## src/design/mdj_pkg.sv

```systemverilog
// package for the motorised door jam controller
// holds channel payload types, event and register codes and reset values
// no dependencies
package mdj_pkg;

    // input event codes
    typedef enum logic [2:0] {
        KIND_TICK     = 3'd0,
        KIND_OPEN     = 3'd1,
        KIND_CLOSE    = 3'd2,
        KIND_DISPENSE = 3'd3,
        KIND_OK       = 3'd4
    } kind_t;

    // reported event codes
    typedef enum logic [2:0] {
        EV_NONE          = 3'd0,
        EV_TRAVEL_DONE   = 3'd1,
        EV_JAM_FOUND     = 3'd2,
        EV_JAM_CLEARED   = 3'd3,
        EV_DISPENSE_DONE = 3'd4
    } event_t;

    // configuration register indexes
    typedef enum logic [2:0] {
        CFG_TRAVEL_TICKS = 3'd0,
        CFG_RETRY_TICKS  = 3'd1,
        CFG_LIGHT_HIGH   = 3'd2,
        CFG_LIGHT_LOW    = 3'd3,
        CFG_MOTOR_DUTY   = 3'd4
    } cfg_idx_t;

    localparam int LIGHT_BITS = 10;
    localparam int COUNT_BITS = 8;
    localparam int DUTY_BITS  = 8;
    localparam int CFG_DATA_BITS = 10;

    // register reset values
    localparam logic [COUNT_BITS-1:0] TRAVEL_TICKS_RST = 8'd25;
    localparam logic [COUNT_BITS-1:0] RETRY_TICKS_RST  = 8'd10;
    localparam logic [LIGHT_BITS-1:0] LIGHT_HIGH_RST   = 10'd40;
    localparam logic [LIGHT_BITS-1:0] LIGHT_LOW_RST    = 10'd20;
    localparam logic [DUTY_BITS-1:0]  MOTOR_DUTY_RST   = 8'd250;

    // input transaction payload
    typedef struct packed {
        logic [2:0]            kind;
        logic [LIGHT_BITS-1:0] light_level;
    } in_item_t;

    // result transaction payload
    typedef struct packed {
        logic [DUTY_BITS-1:0] drive_duty;
        logic                 toward_open_out;
        logic                 brake_on;
        logic                 is_open;
        logic                 is_moving;
        logic                 is_dispensing;
        logic                 is_jammed;
        logic [2:0]           event_res;
    } out_item_t;

endpackage

```

## src/design/mdj_in_if.sv

```systemverilog
// input event channel of the door jam controller
// depends on mdj_pkg
interface mdj_in_if;
    logic              valid;
    logic              ready;
    mdj_pkg::in_item_t data;

    modport source (output valid, output data, input ready);
    modport sink   (input valid, input data, output ready);
endinterface

```

## src/design/mdj_out_if.sv

```systemverilog
// result channel of the door jam controller
// depends on mdj_pkg
interface mdj_out_if;
    logic               valid;
    logic               ready;
    mdj_pkg::out_item_t data;

    modport source (output valid, output data, input ready);
    modport sink   (input valid, input data, output ready);
endinterface

```

## src/design/mdj_cfg_if.sv

```systemverilog
// configuration write channel of the door jam controller
// depends on mdj_pkg
interface mdj_cfg_if;
    logic                              valid;
    logic                              ready;
    logic [2:0]                        index;
    logic [mdj_pkg::CFG_DATA_BITS-1:0] data;

    modport source (output valid, output index, output data, input ready);
    modport sink   (input valid, input index, input data, output ready);
endinterface

```

## src/design/motor_door_jam_controller_top.sv

```systemverilog
// motorised door sequencer with light-sensor jam detection and ok-driven retry
// a result is registered and valid the cycle after its input is accepted
// throughput: one transaction per cycle unless results stall; the state update
// is a single pass between the state registers and the result register
// reset: door closed and stopped, no jam, counter zero, registers at defaults
// depends on mdj_pkg, mdj_in_if, mdj_out_if, mdj_cfg_if
module motor_door_jam_controller_top #(
    parameter int TICK_COUNT_BITS = 8
) (
    input  logic      clk,
    input  logic      rst_n,
    mdj_in_if.sink    in_ch,
    mdj_out_if.source out_ch,
    mdj_cfg_if.sink   cfg_ch
);

    // width wide enough for both a loaded count and the counter range
    localparam int CW = (TICK_COUNT_BITS > mdj_pkg::COUNT_BITS) ?
                        TICK_COUNT_BITS : mdj_pkg::COUNT_BITS;
    localparam logic [CW-1:0] TICK_MAX = CW'((1 << TICK_COUNT_BITS) - 1);

    // configuration registers
    logic [mdj_pkg::COUNT_BITS-1:0] travel_ticks_reg;
    logic [mdj_pkg::COUNT_BITS-1:0] retry_ticks_reg;
    logic [mdj_pkg::LIGHT_BITS-1:0] light_high_reg;
    logic [mdj_pkg::LIGHT_BITS-1:0] light_low_reg;
    logic [mdj_pkg::DUTY_BITS-1:0]  motor_duty_reg;

    // door state
    logic door_open_reg, door_open_next;
    logic door_moving_reg, door_moving_next;
    logic toward_open_reg, toward_open_next;
    logic dispensing_reg, dispensing_next;
    logic jammed_reg, jammed_next;
    logic ok_latched_reg, ok_latched_next;
    logic retrying_reg, retrying_next;
    logic [TICK_COUNT_BITS-1:0] ticks_left_reg, ticks_left_next;

    // result register
    logic               out_valid_reg;
    mdj_pkg::out_item_t out_data_reg, out_data_next;

    logic in_accept;
    logic [TICK_COUNT_BITS-1:0] ticks_dec;
    logic                       count_done;
    logic [TICK_COUNT_BITS-1:0] travel_load;
    logic [TICK_COUNT_BITS-1:0] retry_load;
    logic                       jam_if_open;
    logic                       jam_if_closed;
    logic [2:0]                 ev;

    assign cfg_ch.ready = 1'b1;
    assign in_ch.ready  = !out_valid_reg || out_ch.ready;
    assign in_accept    = in_ch.valid && in_ch.ready;
    assign out_ch.valid = out_valid_reg;
    assign out_ch.data  = out_data_reg;

    // configuration writes
    always_ff @(posedge clk or negedge rst_n)
    begin
        if (!rst_n)
        begin
            travel_ticks_reg <= mdj_pkg::TRAVEL_TICKS_RST;
            retry_ticks_reg  <= mdj_pkg::RETRY_TICKS_RST;
            light_high_reg   <= mdj_pkg::LIGHT_HIGH_RST;
            light_low_reg    <= mdj_pkg::LIGHT_LOW_RST;
            motor_duty_reg   <= mdj_pkg::MOTOR_DUTY_RST;
        end
        else if (cfg_ch.valid && cfg_ch.ready)
        begin
            case (cfg_ch.index)
                mdj_pkg::CFG_TRAVEL_TICKS: travel_ticks_reg <= cfg_ch.data[7:0];
                mdj_pkg::CFG_RETRY_TICKS:  retry_ticks_reg  <= cfg_ch.data[7:0];
                mdj_pkg::CFG_LIGHT_HIGH:   light_high_reg   <= cfg_ch.data;
                mdj_pkg::CFG_LIGHT_LOW:    light_low_reg    <= cfg_ch.data;
                mdj_pkg::CFG_MOTOR_DUTY:   motor_duty_reg   <= cfg_ch.data[7:0];
                default: ;
            endcase
        end
    end

    // counter loads saturate at the counter range
    assign travel_load = (CW'(travel_ticks_reg) > TICK_MAX) ?
                         TICK_COUNT_BITS'(TICK_MAX) : TICK_COUNT_BITS'(CW'(travel_ticks_reg));
    assign retry_load  = (CW'(retry_ticks_reg) > TICK_MAX) ?
                         TICK_COUNT_BITS'(TICK_MAX) : TICK_COUNT_BITS'(CW'(retry_ticks_reg));

    // tick countdown, stuck at zero
    assign ticks_dec  = (ticks_left_reg != '0) ? ticks_left_reg - 1'b1 : ticks_left_reg;
    assign count_done = (ticks_dec == '0);

    // light checks for either door position
    assign jam_if_open   = (in_ch.data.light_level < light_low_reg);
    assign jam_if_closed = (in_ch.data.light_level > light_high_reg);

    // next state for one event
    always_comb
    begin
        door_open_next   = door_open_reg;
        door_moving_next = door_moving_reg;
        toward_open_next = toward_open_reg;
        dispensing_next  = dispensing_reg;
        jammed_next      = jammed_reg;
        ok_latched_next  = ok_latched_reg;
        retrying_next    = retrying_reg;
        ticks_left_next  = ticks_left_reg;
        ev               = mdj_pkg::EV_NONE;

        case (in_ch.data.kind)
            mdj_pkg::KIND_TICK:
            begin
                if (jammed_reg)
                begin
                    if (retrying_reg)
                    begin
                        ticks_left_next = ticks_dec;
                        if (count_done)
                        begin
                            retrying_next    = 1'b0;
                            door_moving_next = 1'b0;
                            if (door_open_reg ? jam_if_open : jam_if_closed)
                            begin
                                ev = mdj_pkg::EV_JAM_FOUND;
                            end
                            else
                            begin
                                jammed_next = 1'b0;
                                ev          = mdj_pkg::EV_JAM_CLEARED;
                                // dispense routine carries on
                                if (dispensing_reg)
                                begin
                                    if (door_open_reg)
                                    begin
                                        toward_open_next = 1'b0;
                                        ticks_left_next  = travel_load;
                                        door_moving_next = 1'b1;
                                    end
                                    else
                                    begin
                                        dispensing_next = 1'b0;
                                        ev              = mdj_pkg::EV_DISPENSE_DONE;
                                    end
                                end
                            end
                        end
                    end
                    else if (ok_latched_reg)
                    begin
                        ok_latched_next  = 1'b0;
                        retrying_next    = 1'b1;
                        ticks_left_next  = retry_load;
                        door_moving_next = 1'b1;
                    end
                end
                else if (door_moving_reg)
                begin
                    ticks_left_next = ticks_dec;
                    if (count_done)
                    begin
                        door_moving_next = 1'b0;
                        door_open_next   = toward_open_reg;
                        if (toward_open_reg ? jam_if_open : jam_if_closed)
                        begin
                            jammed_next = 1'b1;
                            ev          = mdj_pkg::EV_JAM_FOUND;
                        end
                        else
                        begin
                            ev = mdj_pkg::EV_TRAVEL_DONE;
                            // dispense turnaround on the same tick
                            if (dispensing_reg)
                            begin
                                if (toward_open_reg)
                                begin
                                    toward_open_next = 1'b0;
                                    ticks_left_next  = travel_load;
                                    door_moving_next = 1'b1;
                                end
                                else
                                begin
                                    dispensing_next = 1'b0;
                                    ev              = mdj_pkg::EV_DISPENSE_DONE;
                                end
                            end
                        end
                    end
                end
            end
            mdj_pkg::KIND_OPEN:
            begin
                if (!jammed_reg && !door_open_reg && !door_moving_reg)
                begin
                    toward_open_next = 1'b1;
                    ticks_left_next  = travel_load;
                    door_moving_next = 1'b1;
                end
            end
            mdj_pkg::KIND_CLOSE:
            begin
                if (!jammed_reg && door_open_reg && !door_moving_reg)
                begin
                    toward_open_next = 1'b0;
                    ticks_left_next  = travel_load;
                    door_moving_next = 1'b1;
                end
            end
            mdj_pkg::KIND_DISPENSE:
            begin
                if (!jammed_reg)
                begin
                    dispensing_next = 1'b1;
                    if (!door_open_reg && !door_moving_reg)
                    begin
                        toward_open_next = 1'b1;
                        ticks_left_next  = travel_load;
                        door_moving_next = 1'b1;
                    end
                end
            end
            mdj_pkg::KIND_OK:
            begin
                ok_latched_next = 1'b1;
            end
            default: ;
        endcase
    end

    // result built from the state after the event
    always_comb
    begin
        out_data_next.drive_duty      = door_moving_next ? motor_duty_reg : '0;
        out_data_next.toward_open_out = toward_open_next;
        out_data_next.brake_on        = !door_moving_next;
        out_data_next.is_open         = door_open_next;
        out_data_next.is_moving       = door_moving_next;
        out_data_next.is_dispensing   = dispensing_next;
        out_data_next.is_jammed       = jammed_next;
        out_data_next.event_res       = ev;
    end

    // state update on an accepted transaction
    always_ff @(posedge clk or negedge rst_n)
    begin
        if (!rst_n)
        begin
            door_open_reg   <= 1'b0;
            door_moving_reg <= 1'b0;
            toward_open_reg <= 1'b0;
            dispensing_reg  <= 1'b0;
            jammed_reg      <= 1'b0;
            ok_latched_reg  <= 1'b0;
            retrying_reg    <= 1'b0;
            ticks_left_reg  <= '0;
        end
        else if (in_accept)
        begin
            door_open_reg   <= door_open_next;
            door_moving_reg <= door_moving_next;
            toward_open_reg <= toward_open_next;
            dispensing_reg  <= dispensing_next;
            jammed_reg      <= jammed_next;
            ok_latched_reg  <= ok_latched_next;
            retrying_reg    <= retrying_next;
            ticks_left_reg  <= ticks_left_next;
        end
    end

    // result valid flag
    always_ff @(posedge clk or negedge rst_n)
    begin
        if (!rst_n)
        begin
            out_valid_reg <= 1'b0;
        end
        else if (in_accept)
        begin
            out_valid_reg <= 1'b1;
        end
        else if (out_ch.ready)
        begin
            out_valid_reg <= 1'b0;
        end
    end

    // result payload
    always_ff @(posedge clk)
    begin
        if (in_accept)
        begin
            out_data_reg <= out_data_next;
        end
    end

    // a retry only runs while jammed, with the motor going
    a_retry_needs_jam: assert property (@(posedge clk) disable iff (!rst_n)
        retrying_reg |-> (jammed_reg && door_moving_reg))
        else $error("retry active without a jam or without motor drive");

    // an ok press is latched for the next jam
    a_ok_latches: assert property (@(posedge clk) disable iff (!rst_n)
        (in_accept && in_ch.data.kind == mdj_pkg::KIND_OK) |=> ok_latched_reg)
        else $error("ok press not latched");

    // a latched ok starts the retry on the next tick while jammed
    a_retry_starts: assert property (@(posedge clk) disable iff (!rst_n)
        (in_accept && in_ch.data.kind == mdj_pkg::KIND_TICK && jammed_reg
         && !retrying_reg && ok_latched_reg) |=> (retrying_reg && !ok_latched_reg))
        else $error("retry did not start from a latched ok");

    // a stalled result keeps its valid flag
    a_result_held: assert property (@(posedge clk) disable iff (!rst_n)
        (out_valid_reg && !out_ch.ready) |=> out_valid_reg)
        else $error("stalled result dropped");

    // reported brake always matches the motor state in the result
    a_brake_vs_moving: assert property (@(posedge clk) disable iff (!rst_n)
        in_accept |=> (out_data_reg.brake_on == !out_data_reg.is_moving
                       && out_data_reg.is_moving == door_moving_reg))
        else $error("brake and motor state disagree");

endmodule

```

## src/flat_wrapper.sv

```systemverilog
// flat-port wrapper written by rule: the top's interface ports become plain ports
module motor_door_jam_controller_top_flat 
#(
    parameter int TICK_COUNT_BITS = 8
)
  (clk, rst_n, in_ch_valid, in_ch_data, in_ch_ready, out_ch_valid, out_ch_data, out_ch_ready, cfg_ch_valid, cfg_ch_index, cfg_ch_data, cfg_ch_ready);
  mdj_in_if in_ch_i ();
  mdj_out_if out_ch_i ();
  mdj_cfg_if cfg_ch_i ();
  input  logic clk;
  input  logic rst_n;
  input wire logic [$bits(in_ch_i.valid)-1:0] in_ch_valid;
  input wire logic [$bits(in_ch_i.data)-1:0] in_ch_data;
  output wire logic [$bits(in_ch_i.ready)-1:0] in_ch_ready;
  output wire logic [$bits(out_ch_i.valid)-1:0] out_ch_valid;
  output wire logic [$bits(out_ch_i.data)-1:0] out_ch_data;
  input wire logic [$bits(out_ch_i.ready)-1:0] out_ch_ready;
  input wire logic [$bits(cfg_ch_i.valid)-1:0] cfg_ch_valid;
  input wire logic [$bits(cfg_ch_i.index)-1:0] cfg_ch_index;
  input wire logic [$bits(cfg_ch_i.data)-1:0] cfg_ch_data;
  output wire logic [$bits(cfg_ch_i.ready)-1:0] cfg_ch_ready;
  assign in_ch_i.valid = in_ch_valid;
  assign in_ch_i.data = in_ch_data;
  assign in_ch_ready = in_ch_i.ready;
  assign out_ch_valid = out_ch_i.valid;
  assign out_ch_data = out_ch_i.data;
  assign out_ch_i.ready = out_ch_ready;
  assign cfg_ch_i.valid = cfg_ch_valid;
  assign cfg_ch_i.index = cfg_ch_index;
  assign cfg_ch_i.data = cfg_ch_data;
  assign cfg_ch_ready = cfg_ch_i.ready;
  motor_door_jam_controller_top #(.TICK_COUNT_BITS(TICK_COUNT_BITS)) u_core (.clk(clk), .rst_n(rst_n), .in_ch(in_ch_i), .out_ch(out_ch_i), .cfg_ch(cfg_ch_i));
endmodule
```

## config.mk

```make
export PLATFORM = sky130hd
export DESIGN_NAME = motor_door_jam_controller_top_flat
export DESIGN_NICKNAME = d
export VERILOG_FILES = /design/src/design/mdj_pkg.sv /design/src/design/mdj_in_if.sv /design/src/design/mdj_out_if.sv /design/src/design/mdj_cfg_if.sv /design/src/design/motor_door_jam_controller_top.sv /design/src/flat_wrapper.sv
export SDC_FILE = /design/constraint.sdc
export NUM_CORES = 1
export LEC_CHECK = 0
export BUFFER_PORTS_ARGS = -buffer_cell sky130_fd_sc_hd__buf_4
export CORE_MARGIN = 1
export CORE_UTILIZATION = 50
export CTS_CLUSTER_DIAMETER = 30
export DETAILED_ROUTE_END_ITERATION = 6
export GPL_ROUTABILITY_DRIVEN = 0
export PLACE_DENSITY = 0.73
export SETUP_SLACK_MARGIN = 0.2
export SLEW_MARGIN = 20
export SYNTH_ARGS = -nofsm -noshare
export SYNTH_HDL_FRONTEND = slang
export SYNTH_SLANG_ARGS = --single-unit
```

## constraint.sdc

```tcl
create_clock -name clk -period 2.9 [get_ports clk]
set_clock_uncertainty 0.1 [all_clocks]
set_input_delay 0.29 -clock clk [delete_from_list [all_inputs] [get_ports clk]]
set_output_delay 0.29 -clock clk [all_outputs]
set_load 0.05 [all_outputs]
```

==> impl_metrics.yaml <==
detailed_routing:
  drt-initial-drc-count: 247
  post_drt_via_cell_ratio: 5.63
  met3_length_um: 485
  routed_wire_length_per_instance_um: 16.6
  maxUsedRoutingLayer: "met4"
  drc: 0
  drtAntennaViolNets: 0
  drt-met1-wl_um: 4490
  aggregate_routed_wire_length_um: 9990
  drtPass1Iterations: 4
  route.met2.wl_um: 4840
  vias: 3393
setup_path:
  required_time_of_the_critical_path_ps: 2900
  critical_path_arrival_ps: 2730
  critPathLaunchType: "flip-flop"
  worst_path_class_setup: "reg -> reg"
  critPathCaptureType: "flip-flop"
  critical_path_peak_fanout: 6
floorplanning:
  pin_count: 51
  design.die.area_mm2: 0.00910
  die_height_um: 95.4
  start_util_pct: 52.3
  core_mm2: 0.00834
  die_width_um: 95.4
  rows: 33
global_route:
  all_layer_global_routing_usage_pct: 23.3
  grt_pass1_wl_um: 15900
  grt-ovfl-total: 0
  grt_max_degree: 61
  antenna_found_initial: 0
  grt_pass1_vias: 3246
finish:
  antenna_cells_inserted: 0
  final_cell_area_excluding_filler_cells_mm2: 0.00528
  layout.nets: 544
  final_core_utilization_pct: 63.3
  largest_register_ff_count: 17
  post_route_insts_no_fill: 603
  drive_gt1_share_pct: 33.3
  synthToLayoutAreaGrowth_pct: 21.0
clocking:
  clk_path_buf_depth: 2
  clock_latency_ps: 360
  ctsRootBufferMaster: "sky130_fd_sc_hd__clkbuf_8"
  cts.reportedPaths.clkPinSlew_ps: 90
  clock_tree.htree_level_count: 3
  cts_sinks: 77
  total_cts_buffers: 9
  clock_tree_from_tritoncts: "yes"
pwr:
  power_report.internal_total_uw: 2220
  switch_share_pct: 35.3
  relative_contribution_of_combinational_cells_to_total_power_pct: 31.5
  pwr_density_cell_mw_per_mm2: 652
  seq_power_share_pct: 45.8
  switchingPower_uw: 1220
  leakage_power_figure_uw: 0.00221
  share_clk_of_total_power_pct: 22.7
  ir_drop_uv: 448
timing:
  fin_ws_ps: 177
  timing.final.hold_violations: 0
  maxSlewViolCount: 0
  final.period_utilization_pct: 93.9
  post-route-min-period_ps: 2720
  max_clock_freq_ghz: 0.367
  tightest_slew_ps: 758
  report.final.setup_viol: 0
  slew-limit-headroom_pct: 49.5
  rsz0062_at_grt: "yes"
synth:
  synth.avg_cell_area_um2: 10.1
  syn-instance-count: 431
  synth_top_cells_by_area: "sky130_fd_sc_hd__dfrtp_1, sky130_fd_sc_hd__edfxtp_1, sky130_fd_sc_hd__dfstp_2"
  nets_in_the_synthesized_netlist: 482
  ys_warn_count: 0
  synth.ff_latch_count: 77
  synthDominantCellAreaShare_pct: 25.8
  netlist_area_before_placement_mm2: 0.00436
  async_flop_share_pct: 77.9
  synth_edf_count: 17
  synth_top_flop_cell: "sky130_fd_sc_hd__dfrtp_1"
  synth_commonest_cells: "sky130_fd_sc_hd__dfrtp_1, sky130_fd_sc_hd__nor2_1, sky130_fd_sc_hd__mux2_2, sky130_fd_sc_hd__nand2_1, sky130_fd_sc_hd__o21ai_0"
  synth_cell_types: 66
  ys_seq_area_share_pct: 46.5
  post-synth-top-count-cell: "sky130_fd_sc_hd__dfrtp_1"
  post-synth-top-area-cell: "sky130_fd_sc_hd__dfrtp_1"
outcome:
  outcome: "complete, no violations"
job:
  cap_viol_max_count: 0
placed_design:
  placed_area_mm2: 0.00488
  port_buffers: 49
  count_of_placed_standard_cells_including_taps: 578
  dp_hpwl_um: 6950
  dpl_worst_slack_ps: -23.3
hold_path:
  worstHoldPathType: "in -> reg"
[timing repair]
item,in CTS,in global routing
cloned,1,0
resized for setup,8,17
setup buffers,3,4
setup endpoints to repair,11,20
hold endpoints to repair,45,0
hold buffers,1,0
pin swaps,3,7
[cells by family after synthesis]
group / count (synthesis) / synth area share (%)
compound gates: 98 / 15.0
xor+xnor: 3 / 0.602
fa+ha+maj: 20 / 5.74
buf+inv: 49 / 4.62
flops: 77 / 46.5
mux: 39 / 10.1
other cells: 1 / 0.0860
simple gates: 144 / 17.3
[worst paths after layout]
path | from | end | slack (ps) | depth (start not counted)
min in group asynchronous | rst_n | u_core.motor_duty_reg[2] | 440 | 2
max reg2reg | u_core.ticks_left_reg[0] | u_core.out_ch.data[6] | 180 | 8
min | in_ch_valid | u_core.out_ch.valid | 50 | 2
max | u_core.ticks_left_reg[0] | u_core.out_ch.data[6] | 180 | 8
min reg2reg | u_core.light_low_reg[0] | u_core.light_low_reg[0] | 410 | 1
max in group asynchronous | rst_n | u_core.ticks_left_reg[1] | 1730 | 2
[critical path, stage by stage (launching register included)]
cell and delay, ps:
sky130_fd_sc_hd__dfrtp_1 400, sky130_fd_sc_hd__buf_4 140, sky130_fd_sc_hd__or4_4 520, sky130_fd_sc_hd__nor4_2 190, sky130_fd_sc_hd__nor4_2 70, sky130_fd_sc_hd__o21ai_2 350
sky130_fd_sc_hd__nand2b_1 200, sky130_fd_sc_hd__nand2b_4 160, sky130_fd_sc_hd__mux2_1 330
[layout make-up]
| class | instances | area (um^2) |
|---|---|---|
| fill | 672 | 3060 |
| tap | 105 | 131 |
| sequential | 77 | 2030 |
| inverter | 27 | 105 |
| clock buffer | 9 | 124 |
| multi-input combinational | 305 | 2230 |
| clock inverter | 7 | 63.8 |
| timing repair buffer | 73 | 594 |
[layer usage]
| metal | global-route usage (%) | vias to the layer above |
|---|---|---|
| met5 | 0 | - |
| met1 | 31.9 | 1622 |
| met4 | 7.09 | 0 |
| met3 | 4.94 | 12 |
| li1 | - | 1664 |
| met2 | 37.2 | 95 |
[per-stage QoR]
stage          hold slack [ps]  power [uW]  setup TNS, ps
3_5_place_dp               318        2530           -107
6_report                  45.8        3440              0
2_1_floorplan             -106        2240              0
4_1_cts                   37.6        3370              0
5_1_grt                   31.3        3640              0
3_3_place_gp               305        2480              0
[placed cells by master, fill, tap and decap left out, types with 4 or more instances in the layout]
master and n:
sky130_fd_sc_hd__nor3_1 5, sky130_fd_sc_hd__edfxtp_1 17, sky130_fd_sc_hd__o21ai_0 27, sky130_fd_sc_hd__dfstp_2 15, sky130_fd_sc_hd__nor2_1 42, sky130_fd_sc_hd__ha_1 17, sky130_fd_sc_hd__nor4_1 6, sky130_fd_sc_hd__inv_1 24
sky130_fd_sc_hd__a31oi_1 4, sky130_fd_sc_hd__dfrtp_1 44, sky130_fd_sc_hd__nand2_1 35, sky130_fd_sc_hd__nand2b_1 8, sky130_fd_sc_hd__a21o_1 4, sky130_fd_sc_hd__o22ai_1 4, sky130_fd_sc_hd__nand3_1 14, sky130_fd_sc_hd__nor2b_1 10
sky130_fd_sc_hd__o21ai_1 4, sky130_fd_sc_hd__buf_4 67, sky130_fd_sc_hd__a21oi_1 22, sky130_fd_sc_hd__mux2_2 35, sky130_fd_sc_hd__clkbuf_8 9
[power by group through the flow]
stage	combinational [uW]	sequential (uW)	clock (uW)
6_report	1080	1580	782
5_1_grt	1200	1600	839
4_1_cts	1010	1560	790
3_5_place_dp	943	1580	0
3_3_place_gp	911	1570	0
2_1_floorplan	686	1560	0
Power figures use the tool's default switching activity.
